===== src/rtl/core/smc_pkg.sv =====
// Shared types and constants for the secure memory card core.
// Used by smc_ctrl, smc_datapath and secure_memory_card_model_core.
package smc_pkg;

  localparam int MEM_BYTES  = 256;
  localparam int FUSE_COUNT = 4;
  localparam int MEM_AW     = $clog2(MEM_BYTES);

  // Application zone hidden while locked, and the manufacturer zone
  localparam int LOCK_LO = 176 / 8;
  localparam int LOCK_HI = 1408 / 8;
  localparam int MAN_LO  = 1424 / 8;
  localparam int MAN_HI  = 1440 / 8;

  // Fixed locations of the code bytes and the attempt counter
  localparam logic [MEM_AW-1:0] ADDR_CODE_HI = MEM_AW'(10);
  localparam logic [MEM_AW-1:0] ADDR_CODE_LO = MEM_AW'(11);
  localparam logic [MEM_AW-1:0] ADDR_ATTEMPT = MEM_AW'(12);

  localparam logic [7:0] BYTE_HEAD  = 8'h0f;
  localparam logic [7:0] BYTE_CODE  = 8'hf0;
  localparam logic [7:0] BYTE_BLANK = 8'hff;

  typedef enum logic [2:0] {
    ACT_INIT     = 3'd0,
    ACT_READ     = 3'd1,
    ACT_WRITE    = 3'd2,
    ACT_VALIDATE = 3'd3,
    ACT_FUSE     = 3'd4,
    ACT_POLL     = 3'd5
  } action_t;

  typedef enum logic [1:0] {
    STAT_OK      = 2'd0,
    STAT_REJECT  = 2'd1,
    STAT_NOCARD  = 2'd2,
    STAT_REFUSED = 2'd3
  } status_t;

  typedef enum logic [1:0] {
    PRES_REL  = 2'd0,
    PRES_JDET = 2'd1,
    PRES_DET  = 2'd2,
    PRES_JREL = 2'd3
  } presence_t;

  localparam logic [1:0] CARD_BLANK  = 2'd0;
  localparam logic [1:0] CARD_BROKEN = 2'd2;

  localparam logic CFG_CARD_TYPE = 1'b0;
  localparam logic CFG_INSECURE  = 1'b1;

  typedef enum logic [1:0] {
    ST_CLEAR,
    ST_IDLE,
    ST_READ,
    ST_INIT
  } state_t;

  // Controller to datapath
  typedef struct packed {
    logic exec;        // action on the request in flight with no read or sweep, load result
    logic read_issue;  // latch address, start memory read
    logic read_done;   // memory data ready, load result
    logic init_start;  // latch fill pattern for initialize
    logic sweep;       // write one memory entry of the fill sweep
    logic init_done;   // initialize finished, load result
  } cmd_t;

  // Datapath to controller
  typedef struct packed {
    logic sweep_last;
    logic out_valid;
  } sts_t;

endpackage


===== src/rtl/core/smc_ctrl.sv =====
// Sequencing state machine for the secure memory card core.
// Depends on smc_pkg; drives smc_datapath through cmd_t.
module smc_ctrl (
  input  logic                  clk,
  input  logic                  rst,
  input  logic                  s_tvalid,
  output logic                  s_tready,
  input  logic [2:0]            action,
  input  logic                  card_present,
  input  logic                  m_tready,
  input  smc_pkg::sts_t         sts,
  output smc_pkg::cmd_t         cmd
);

  smc_pkg::state_t state, state_next;
  logic            fire;

  always_ff @(posedge clk) begin
    if (rst) begin
      state <= smc_pkg::ST_CLEAR;
    end else begin
      state <= state_next;
    end
  end

  assign s_tready = (state == smc_pkg::ST_IDLE) && (!sts.out_valid || m_tready);
  assign fire     = s_tvalid && s_tready;

  always_comb begin
    state_next = state;
    cmd        = '0;
    unique case (state)
      smc_pkg::ST_CLEAR: begin
        cmd.sweep = 1'b1;
        if (sts.sweep_last) begin
          state_next = smc_pkg::ST_IDLE;
        end
      end
      smc_pkg::ST_IDLE: begin
        if (fire) begin
          if (action == smc_pkg::ACT_INIT) begin
            cmd.init_start = 1'b1;
            state_next     = smc_pkg::ST_INIT;
          end else if (action == smc_pkg::ACT_READ && card_present) begin
            cmd.read_issue = 1'b1;
            state_next     = smc_pkg::ST_READ;
          end else begin
            cmd.exec = 1'b1;
          end
        end
      end
      smc_pkg::ST_READ: begin
        cmd.read_done = 1'b1;
        state_next    = smc_pkg::ST_IDLE;
      end
      smc_pkg::ST_INIT: begin
        cmd.sweep = 1'b1;
        if (sts.sweep_last) begin
          cmd.init_done = 1'b1;
          state_next    = smc_pkg::ST_IDLE;
        end
      end
      default: begin
        state_next = smc_pkg::ST_IDLE;
      end
    endcase
  end

  a_ready_idle: assert property (@(posedge clk) disable iff (rst)
    s_tready |-> state == smc_pkg::ST_IDLE)
    else $error("request taken outside idle");

  a_cmd_excl: assert property (@(posedge clk) disable iff (rst)
    $onehot0({cmd.exec, cmd.read_issue, cmd.read_done, cmd.init_start, cmd.sweep}))
    else $error("conflicting datapath commands");

  a_read_follows: assert property (@(posedge clk) disable iff (rst)
    cmd.read_issue |=> cmd.read_done)
    else $error("read issue without completion");

endmodule


===== src/rtl/core/smc_datapath.sv =====
// Card memory, fuses, lock and presence state, config registers and result register.
// Depends on smc_pkg; sequenced by smc_ctrl.
module smc_datapath (
  input  logic                  clk,
  input  logic                  rst,
  input  smc_pkg::cmd_t         cmd,
  output smc_pkg::sts_t         sts,
  input  logic                  cfg_we,
  input  logic                  cfg_index,
  input  logic [1:0]            cfg_data,
  input  logic [2:0]            action,
  input  logic                  card_present,
  input  logic [7:0]            byte_addr,
  input  logic [7:0]            write_data,
  input  logic [15:0]           pin_code,
  input  logic [1:0]            fuse_index,
  input  logic                  m_tready,
  output logic                  m_tvalid,
  output logic [7:0]            read_data,
  output logic [1:0]            status,
  output logic [1:0]            presence
);

  localparam int AW = smc_pkg::MEM_AW;

  logic [7:0]                     mem [smc_pkg::MEM_BYTES];
  logic [7:0]                     mem_q;
  logic [AW-1:0]                  cnt;
  logic                           fill_zero;
  logic [smc_pkg::FUSE_COUNT-1:0] fuse_bits;
  logic                           unlocked;
  logic [1:0]                     pres;
  logic [1:0]                     card_type;
  logic                           insecure;
  logic [7:0]                     code_hi, code_lo, attempt;
  logic [7:0]                     addr_q;

  logic                           we;
  logic [AW-1:0]                  wa;
  logic [7:0]                     wd;
  logic [7:0]                     fill_byte;
  logic                           in_range, in_range_q, man_zone, lock_zone;
  logic                           code_match, write_ok;
  logic [1:0]                     pres_next;
  logic [1:0]                     exec_status;
  logic                           load;
  logic [7:0]                     load_data;
  logic [1:0]                     load_status;

  assign in_range   = {1'b0, byte_addr} < 9'(smc_pkg::MEM_BYTES);
  assign in_range_q = {1'b0, addr_q} < 9'(smc_pkg::MEM_BYTES);
  assign man_zone   = byte_addr >= 8'(smc_pkg::MAN_LO) && byte_addr < 8'(smc_pkg::MAN_HI);
  assign lock_zone  = addr_q >= 8'(smc_pkg::LOCK_LO) && addr_q < 8'(smc_pkg::LOCK_HI);
  assign code_match = pin_code[15:8] == code_hi && pin_code[7:0] == code_lo;
  assign write_ok   = in_range && !(man_zone && fuse_bits[0]) &&
                      card_type != smc_pkg::CARD_BROKEN;

  // Fill pattern for the sweep: all zeros, or the head/code/blank byte image
  always_comb begin
    if (fill_zero) begin
      fill_byte = 8'h00;
    end else if (cnt == AW'(0) || cnt == AW'(1)) begin
      fill_byte = smc_pkg::BYTE_HEAD;
    end else if (cnt == smc_pkg::ADDR_CODE_HI || cnt == smc_pkg::ADDR_CODE_LO) begin
      fill_byte = smc_pkg::BYTE_CODE;
    end else begin
      fill_byte = smc_pkg::BYTE_BLANK;
    end
  end

  // Debounce: just-detected/just-released step before settling
  always_comb begin
    if (card_present) begin
      pres_next = (pres == smc_pkg::PRES_JDET || pres == smc_pkg::PRES_DET) ?
                  smc_pkg::PRES_DET : smc_pkg::PRES_JDET;
    end else begin
      pres_next = (pres == smc_pkg::PRES_JREL || pres == smc_pkg::PRES_REL) ?
                  smc_pkg::PRES_REL : smc_pkg::PRES_JREL;
    end
  end

  // Memory write port and status of the actions run by exec
  always_comb begin
    we          = 1'b0;
    wa          = cnt;
    wd          = fill_byte;
    exec_status = smc_pkg::STAT_OK;
    if (cmd.sweep) begin
      we = 1'b1;
    end else if (cmd.exec) begin
      case (action) inside
        smc_pkg::ACT_READ, smc_pkg::ACT_FUSE: begin
          if (!card_present) exec_status = smc_pkg::STAT_NOCARD;
        end
        smc_pkg::ACT_WRITE: begin
          if (!card_present) begin
            exec_status = smc_pkg::STAT_NOCARD;
          end else if (!write_ok) begin
            exec_status = smc_pkg::STAT_REFUSED;
          end else begin
            we = 1'b1;
            wa = byte_addr[AW-1:0];
            wd = write_data;
          end
        end
        smc_pkg::ACT_VALIDATE: begin
          if (!card_present) begin
            exec_status = smc_pkg::STAT_NOCARD;
          end else begin
            we = 1'b1;
            wa = smc_pkg::ADDR_ATTEMPT;
            wd = code_match ? smc_pkg::BYTE_CODE : {1'b0, attempt[7:1]};
            if (!code_match) exec_status = smc_pkg::STAT_REJECT;
          end
        end
        default: begin
          exec_status = smc_pkg::STAT_OK;
        end
      endcase
    end
  end

  always_ff @(posedge clk) begin
    if (we) begin
      mem[wa] <= wd;
    end
    if (cmd.read_issue) begin
      mem_q  <= mem[byte_addr[AW-1:0]];
      addr_q <= byte_addr;
    end
  end

  // Shadow copies of the code and attempt bytes, kept in step with the memory
  always_ff @(posedge clk) begin
    if (we) begin
      if (wa == smc_pkg::ADDR_CODE_HI) code_hi <= wd;
      if (wa == smc_pkg::ADDR_CODE_LO) code_lo <= wd;
      if (wa == smc_pkg::ADDR_ATTEMPT) attempt <= wd;
    end
  end

  always_ff @(posedge clk) begin
    if (rst) begin
      cnt       <= '0;
      fill_zero <= 1'b1;
      fuse_bits <= '0;
      unlocked  <= 1'b0;
      pres      <= smc_pkg::PRES_REL;
      card_type <= 2'd1;
      insecure  <= 1'b0;
    end else begin
      if (cfg_we) begin
        if (cfg_index == smc_pkg::CFG_CARD_TYPE) card_type <= cfg_data;
        if (cfg_index == smc_pkg::CFG_INSECURE)  insecure  <= cfg_data[0];
      end
      if (cmd.sweep) begin
        cnt <= sts.sweep_last ? '0 : cnt + AW'(1);
      end
      if (cmd.init_start) begin
        fill_zero <= card_type == smc_pkg::CARD_BLANK;
        if (card_type != smc_pkg::CARD_BLANK) fuse_bits <= '0;
      end
      if (cmd.exec && card_present) begin
        if (action == smc_pkg::ACT_VALIDATE && code_match) unlocked <= 1'b1;
        if (action == smc_pkg::ACT_FUSE &&
            32'(fuse_index) < smc_pkg::FUSE_COUNT) begin
          fuse_bits <= fuse_bits | (smc_pkg::FUSE_COUNT'(1) << fuse_index);
        end
      end
      if (cmd.exec && action == smc_pkg::ACT_POLL) begin
        pres <= pres_next;
      end
    end
  end

  // Result register
  assign load = cmd.exec || cmd.read_done || cmd.init_done;

  always_comb begin
    load_data   = 8'h00;
    load_status = smc_pkg::STAT_OK;
    if (cmd.read_done) begin
      if (!in_range_q) begin
        load_data = 8'h00;
      end else if (lock_zone && !unlocked && !insecure) begin
        load_data = smc_pkg::BYTE_BLANK;
      end else begin
        load_data = mem_q;
      end
    end else if (cmd.exec) begin
      load_status = exec_status;
    end
  end

  always_ff @(posedge clk) begin
    if (rst) begin
      m_tvalid <= 1'b0;
    end else if (load) begin
      m_tvalid <= 1'b1;
    end else if (m_tready) begin
      m_tvalid <= 1'b0;
    end
  end

  always_ff @(posedge clk) begin
    if (load) begin
      read_data <= load_data;
      status    <= load_status;
      presence  <= (cmd.exec && action == smc_pkg::ACT_POLL) ? pres_next : pres;
    end
  end

  assign sts.sweep_last = cnt == AW'(smc_pkg::MEM_BYTES - 1);
  assign sts.out_valid  = m_tvalid;

  a_no_overrun: assert property (@(posedge clk) disable iff (rst)
    load && m_tvalid |-> m_tready)
    else $error("result loaded over an undelivered one");

  a_cnt_parked: assert property (@(posedge clk) disable iff (rst)
    !cmd.sweep |-> cnt == '0)
    else $error("sweep counter not parked");

  a_unlock_sticky: assert property (@(posedge clk) disable iff (rst)
    $past(unlocked) && !$past(rst) |-> unlocked)
    else $error("card relocked");

endmodule


===== src/rtl/core/secure_memory_card_model_core.sv =====
// Top level of the PIN-protected memory card core.
// Depends on smc_pkg, smc_ctrl and smc_datapath.
//
// Each request carries one card action (initialize, read, write, validate code,
// blow fuse, poll presence) and returns exactly one result with the byte read,
// a status code and the debounced presence state. The core works on one request
// at a time. Write, validate, blow fuse, poll, and any action refused for lack of
// a card are handled directly from idle; read passes through a read state (the
// card memory has a registered read port); initialize sweeps the whole 256-byte
// memory at one byte per cycle. The result sits in an output register, and the
// next request is taken in the cycle that result is taken. After reset the core
// clears the card memory before taking requests; configuration writes are
// accepted at any time, but should be issued only while the core is idle.
module secure_memory_card_model_core (
  input  logic        clk,
  input  logic        rst,
  // Configuration: index 0 card_type, index 1 insecure_override
  input  logic        cfg_we,
  input  logic        cfg_index,
  input  logic [1:0]  cfg_data,
  // Request stream
  input  logic        s_tvalid,
  output logic        s_tready,
  input  logic [39:0] s_tdata,  // card_present[0], byte_addr[8:1], write_data[16:9],
                                // pin_code[32:17], fuse_index[34:33], zero fill
  input  logic [2:0]  s_tuser,  // action[2:0]
  // Result stream
  output logic        m_tvalid,
  input  logic        m_tready,
  output logic [15:0] m_tdata   // read_data[7:0], status[9:8], presence[11:10], zero fill
);

  smc_pkg::cmd_t cmd;
  smc_pkg::sts_t sts;

  logic [7:0] read_data;
  logic [1:0] status;
  logic [1:0] presence;

  smc_ctrl u_ctrl (
    .clk          (clk),
    .rst          (rst),
    .s_tvalid     (s_tvalid),
    .s_tready     (s_tready),
    .action       (s_tuser),
    .card_present (s_tdata[0]),
    .m_tready     (m_tready),
    .sts          (sts),
    .cmd          (cmd)
  );

  smc_datapath u_datapath (
    .clk          (clk),
    .rst          (rst),
    .cmd          (cmd),
    .sts          (sts),
    .cfg_we       (cfg_we),
    .cfg_index    (cfg_index),
    .cfg_data     (cfg_data),
    .action       (s_tuser),
    .card_present (s_tdata[0]),
    .byte_addr    (s_tdata[8:1]),
    .write_data   (s_tdata[16:9]),
    .pin_code     (s_tdata[32:17]),
    .fuse_index   (s_tdata[34:33]),
    .m_tready     (m_tready),
    .m_tvalid     (m_tvalid),
    .read_data    (read_data),
    .status       (status),
    .presence     (presence)
  );

  assign m_tdata = {4'h0, presence, status, read_data};

endmodule

===== config.mk =====
export PLATFORM = sky130hd
export DESIGN_NAME = secure_memory_card_model_core
export DESIGN_NICKNAME = d
export VERILOG_FILES = /design/src/rtl/core/smc_pkg.sv /design/src/rtl/core/smc_ctrl.sv /design/src/rtl/core/smc_datapath.sv /design/src/rtl/core/secure_memory_card_model_core.sv
export SDC_FILE = /design/constraint.sdc
export NUM_CORES = 2
export LEC_CHECK = 0
export ABC_AREA = 0
export BUFFER_PORTS_ARGS = -buffer_cell sky130_fd_sc_hd__buf_4
export CAP_MARGIN = 0
export CORE_ASPECT_RATIO = 0.6
export CORE_UTILIZATION = 35
export CTS_CLUSTER_DIAMETER = 100
export DETAILED_ROUTE_END_ITERATION = 8
export PLACE_DENSITY_LB_ADDON = 0.25
export SLEW_MARGIN = 5
export SYNTH_ARGS = -nofsm -noshare
export SYNTH_HDL_FRONTEND = slang
export SYNTH_SLANG_ARGS = --single-unit
export TNS_END_PERCENT = 5

===== constraint.sdc =====
create_clock -name clk -period 14.47 [get_ports clk]
set_input_delay 2.894 -clock clk [delete_from_list [all_inputs] [get_ports clk]]
set_output_delay 2.894 -clock clk [all_outputs]
set_load 0.005 [all_outputs]

==> results.md <==
- Starting Density: 35.4%
- Hold_buf cts: 0
- First-pass GRT wire length: 334000 um
- Setup Skew: 0.0530 ns
- Share of the synthesized area in the top cell type: 75.5%
- First drt pass iteration count: 6
- Top_reg_cell synth: edfxtp_1
- Most frequent cell after synthesis: edfxtp_1
- DRT antenna net count: 0
- Violations in the final reports: capacitance limit
- Pin count of the biggest net entering global routing: 217
- Vias in the first global route: 41913
- Worst setup EP type: register
- Mapped Area: 82600 um^2
- Max Slew Vio Count: 0
- Area growth from synthesis to layout: 14.0%
- Placeable Area: 233000 um^2
- Worst hold slack: 0.507 ns
- Cell area power density: 129 nW/um^2
- Most instantiated cells after synthesis: edfxtp_1, mux4_2, nor3_1
- Distinct cells, synth: 79
- Die height: 378 um
- Finished Layout Cells: 7575
- FP Rows: 137
- Cts repair resizes: 0
- Fin util: 40.3%
- CTS tree: built
- Worst hold path class: register to register
- Total CTS buffers: 188
- CTS HTree Levels: 4
- Layout Nets: 4357
- CP Data Arrival Time: 7.92 ns
- Post-layout minimum cycle time: 7.36 ns
- Worst Setup SP: s_tdata[2]
- Layout cell share with drive strength beyond 1: 25.9%
- Post-CTS setup buffer count: 0
- Drc violations: 0
- Maximum VDD drop: 0.0873 mV
- Die width: 629 um
- Area contributors post-synth: edfxtp_1, mux4_2, mux2i_1
- I/O pin total: 69
- # setup viols final: 0
- Status: complete, but fails checks
- Setup WS pre-CTS: 6.49 ns
- Yosys warning total: 0
- Number of DRC markers in iteration 0: 5731
- Clock Tree Root: clkbuf_16
- R2r startpoint: u_ctrl.state[0]
- Routed len/inst: 31.6 um
- Period utilisation layout: 50.9%
- Asr flop ratio synth: 0%
- Detailed-route wire length: 239000 um
- Antenna violations before repair: 15
- Register area share after synthesis: 75.9%
- Overflow after GRT: 0
- Clock Path Buffers: 4
- DR vias/cell: 5.68
- Worst-path maximum fanout: 69
- Total negative slack: 0 ns
- Die area: 238000 um^2
- Highest clock rate: 136 MHz
- Hpwl dp: 145000 um
- Hold wc startpoint: u_datapath.fuse_bits[0]
- RSZ-0062 raised after global routing: false
- Clk sink count: 2094
- Reg clk slew, reported paths: 0.07 ns
- WS Path Type: input port to register
- Placed Cells: 7235
- Max-cap violation count: 1
- Register bit total from synthesis: 2094
- Synthesized instance count: 3999
- Rel. slew slack: 2.29%
- Port bufs: 59
- Worst-Skew Late Latency: 0.83 ns
- Final GP Congestion: 0.837
- Final Hold Viols: 0
- Actual slew at the worst max-slew pin: 1.45 ns
- Mean post-synth cell area: 20.6 um^2
- Final WS setup: 7.11 ns
- Post-synth EDFFs: 2075
- Routed vias: 43058
- GRT Resource Usage Total: 19.8%
- Layout fillers: 20658
- Leakage: 29.9 nW
- Startpoint Class: input port
- Area leader, netlist: edfxtp_1
- Worst endpoint required time: 15.03 ns
logic make-up after synthesis:
| logic type | count (synthesis) | synth area share (%) |
|---|---|---|
| buf+inv | 295 | 1.81 |
| other cells | 1 | 0.00454 |
| fa+ha+maj | 8 | 0.121 |
| mux | 657 | 15.1 |
| compound gates | 388 | 3.52 |
| flops | 2094 | 75.9 |
| simple gates | 531 | 3.22 |
| xor+xnor | 25 | 0.265 |
layer usage:
metal  vias up  track usage, %  part of all wire, %
met5         -               0               0.0029
met4         2            3.73                  1.9
met3       271            5.99                   11
met2      1975            27.3                   41
met1     23355            30.8                   46
li1      17455               -                    -
registers in the layout, indices dropped and copies added (netlist names):
register and cells:
u_datapath.mem 2028, u_datapath.status 2, u_datapath.m_tvalid 1, u_datapath.code_lo 7
u_datapath.fuse_bits 1, u_ctrl.state 2, u_datapath.mem_q 8, u_datapath.pres 2
u_datapath.code_hi 7, u_datapath.addr_q 7, u_datapath.attempt 6, u_datapath.read_data 8
u_datapath.fill_zero 1, u_datapath.presence 2, u_datapath.insecure 1, u_datapath.unlocked 1
u_datapath.cnt 8, u_datapath.card_type 2
critical path, stage by stage:
cell	delay, ns
buf_8	0.53
buf_4	0.64
buf_4	0.55
mux4_2	0.43
mux4_2	0.49
o211ai_1	0.89
o311ai_0	0.79
or4_1	0.61
layout make-up:
cell class / count / area [um^2] / share of cell area [%]
Clock buffer: 232 / 4950 / 5.26
Tap cell: 3127 / 3910 / 4.16
Antenna cell: 4 / 10.0 / 0.0106
Sequential cell: 2094 / 62700 / 66.6
Clock inverter: 104 / 940 / 0.998
Timing Repair Buffer: 379 / 2970 / 3.16
Inverter: 22 / 87.6 / 0.0931
Multi-Input combinational cell: 1613 / 18500 / 19.7
cell usage in the layout, fill, tap and decap left out, drive strengths merged, types with 7 or more instances in the layout:
cell	instances
edfxtp	2075
mux4	470
buf	379
clkbuf	232
nor3	225
mux2i	171
nor2	104
clkinv	82
a22oi	62
nand2	59
a21oi	49
a211oi	39
o22ai	37
o221ai	30
a221oi	28
nand3	26
o21ai	26
nand4	24
inv	23
a31oi	20
dfxtp	19
xor2	18
bufinv	18
and2	18
a22o	16
mux2	16
nor4	15
nand2b	13
o21a	12
a2111oi	10
and3	8
ha	8
xnor2	7
or3	7
report_power, final:
| group | switching, mW | total [mW] | leakage [nW] | internal (mW) |
|---|---|---|---|---|
| registers | 0.00370 | 6.57 | 19.5 | 6.57 |
| logic | 0.360 | 0.564 | 7.60 | 0.203 |
| clock network | 2.22 | 4.97 | 2.88 | 2.75 |
| total | 2.59 | 12.1 | 29.9 | 9.52 |
path summary, 6_finish.rpt:
check | endpoint | slack [ns] | cells past startpoint
max | u_datapath.mem_q[7] | 7.11 | 8
min | u_datapath.fuse_bits[0] | 0.51 | 2
max reg2reg | u_datapath.mem[130][3] | 8.62 | 8
min reg2reg | u_datapath.fuse_bits[0] | 0.51 | 2
through the flow:
step	power, mW	area, um^2
after floorplan	7.03	82600
after global placement	7.26	88200
after detailed placement	7.26	88200
after CTS	12.2	94100
after global routing	12.4	94100
final	12.1	94100
Power figures use the tool's default switching activity.
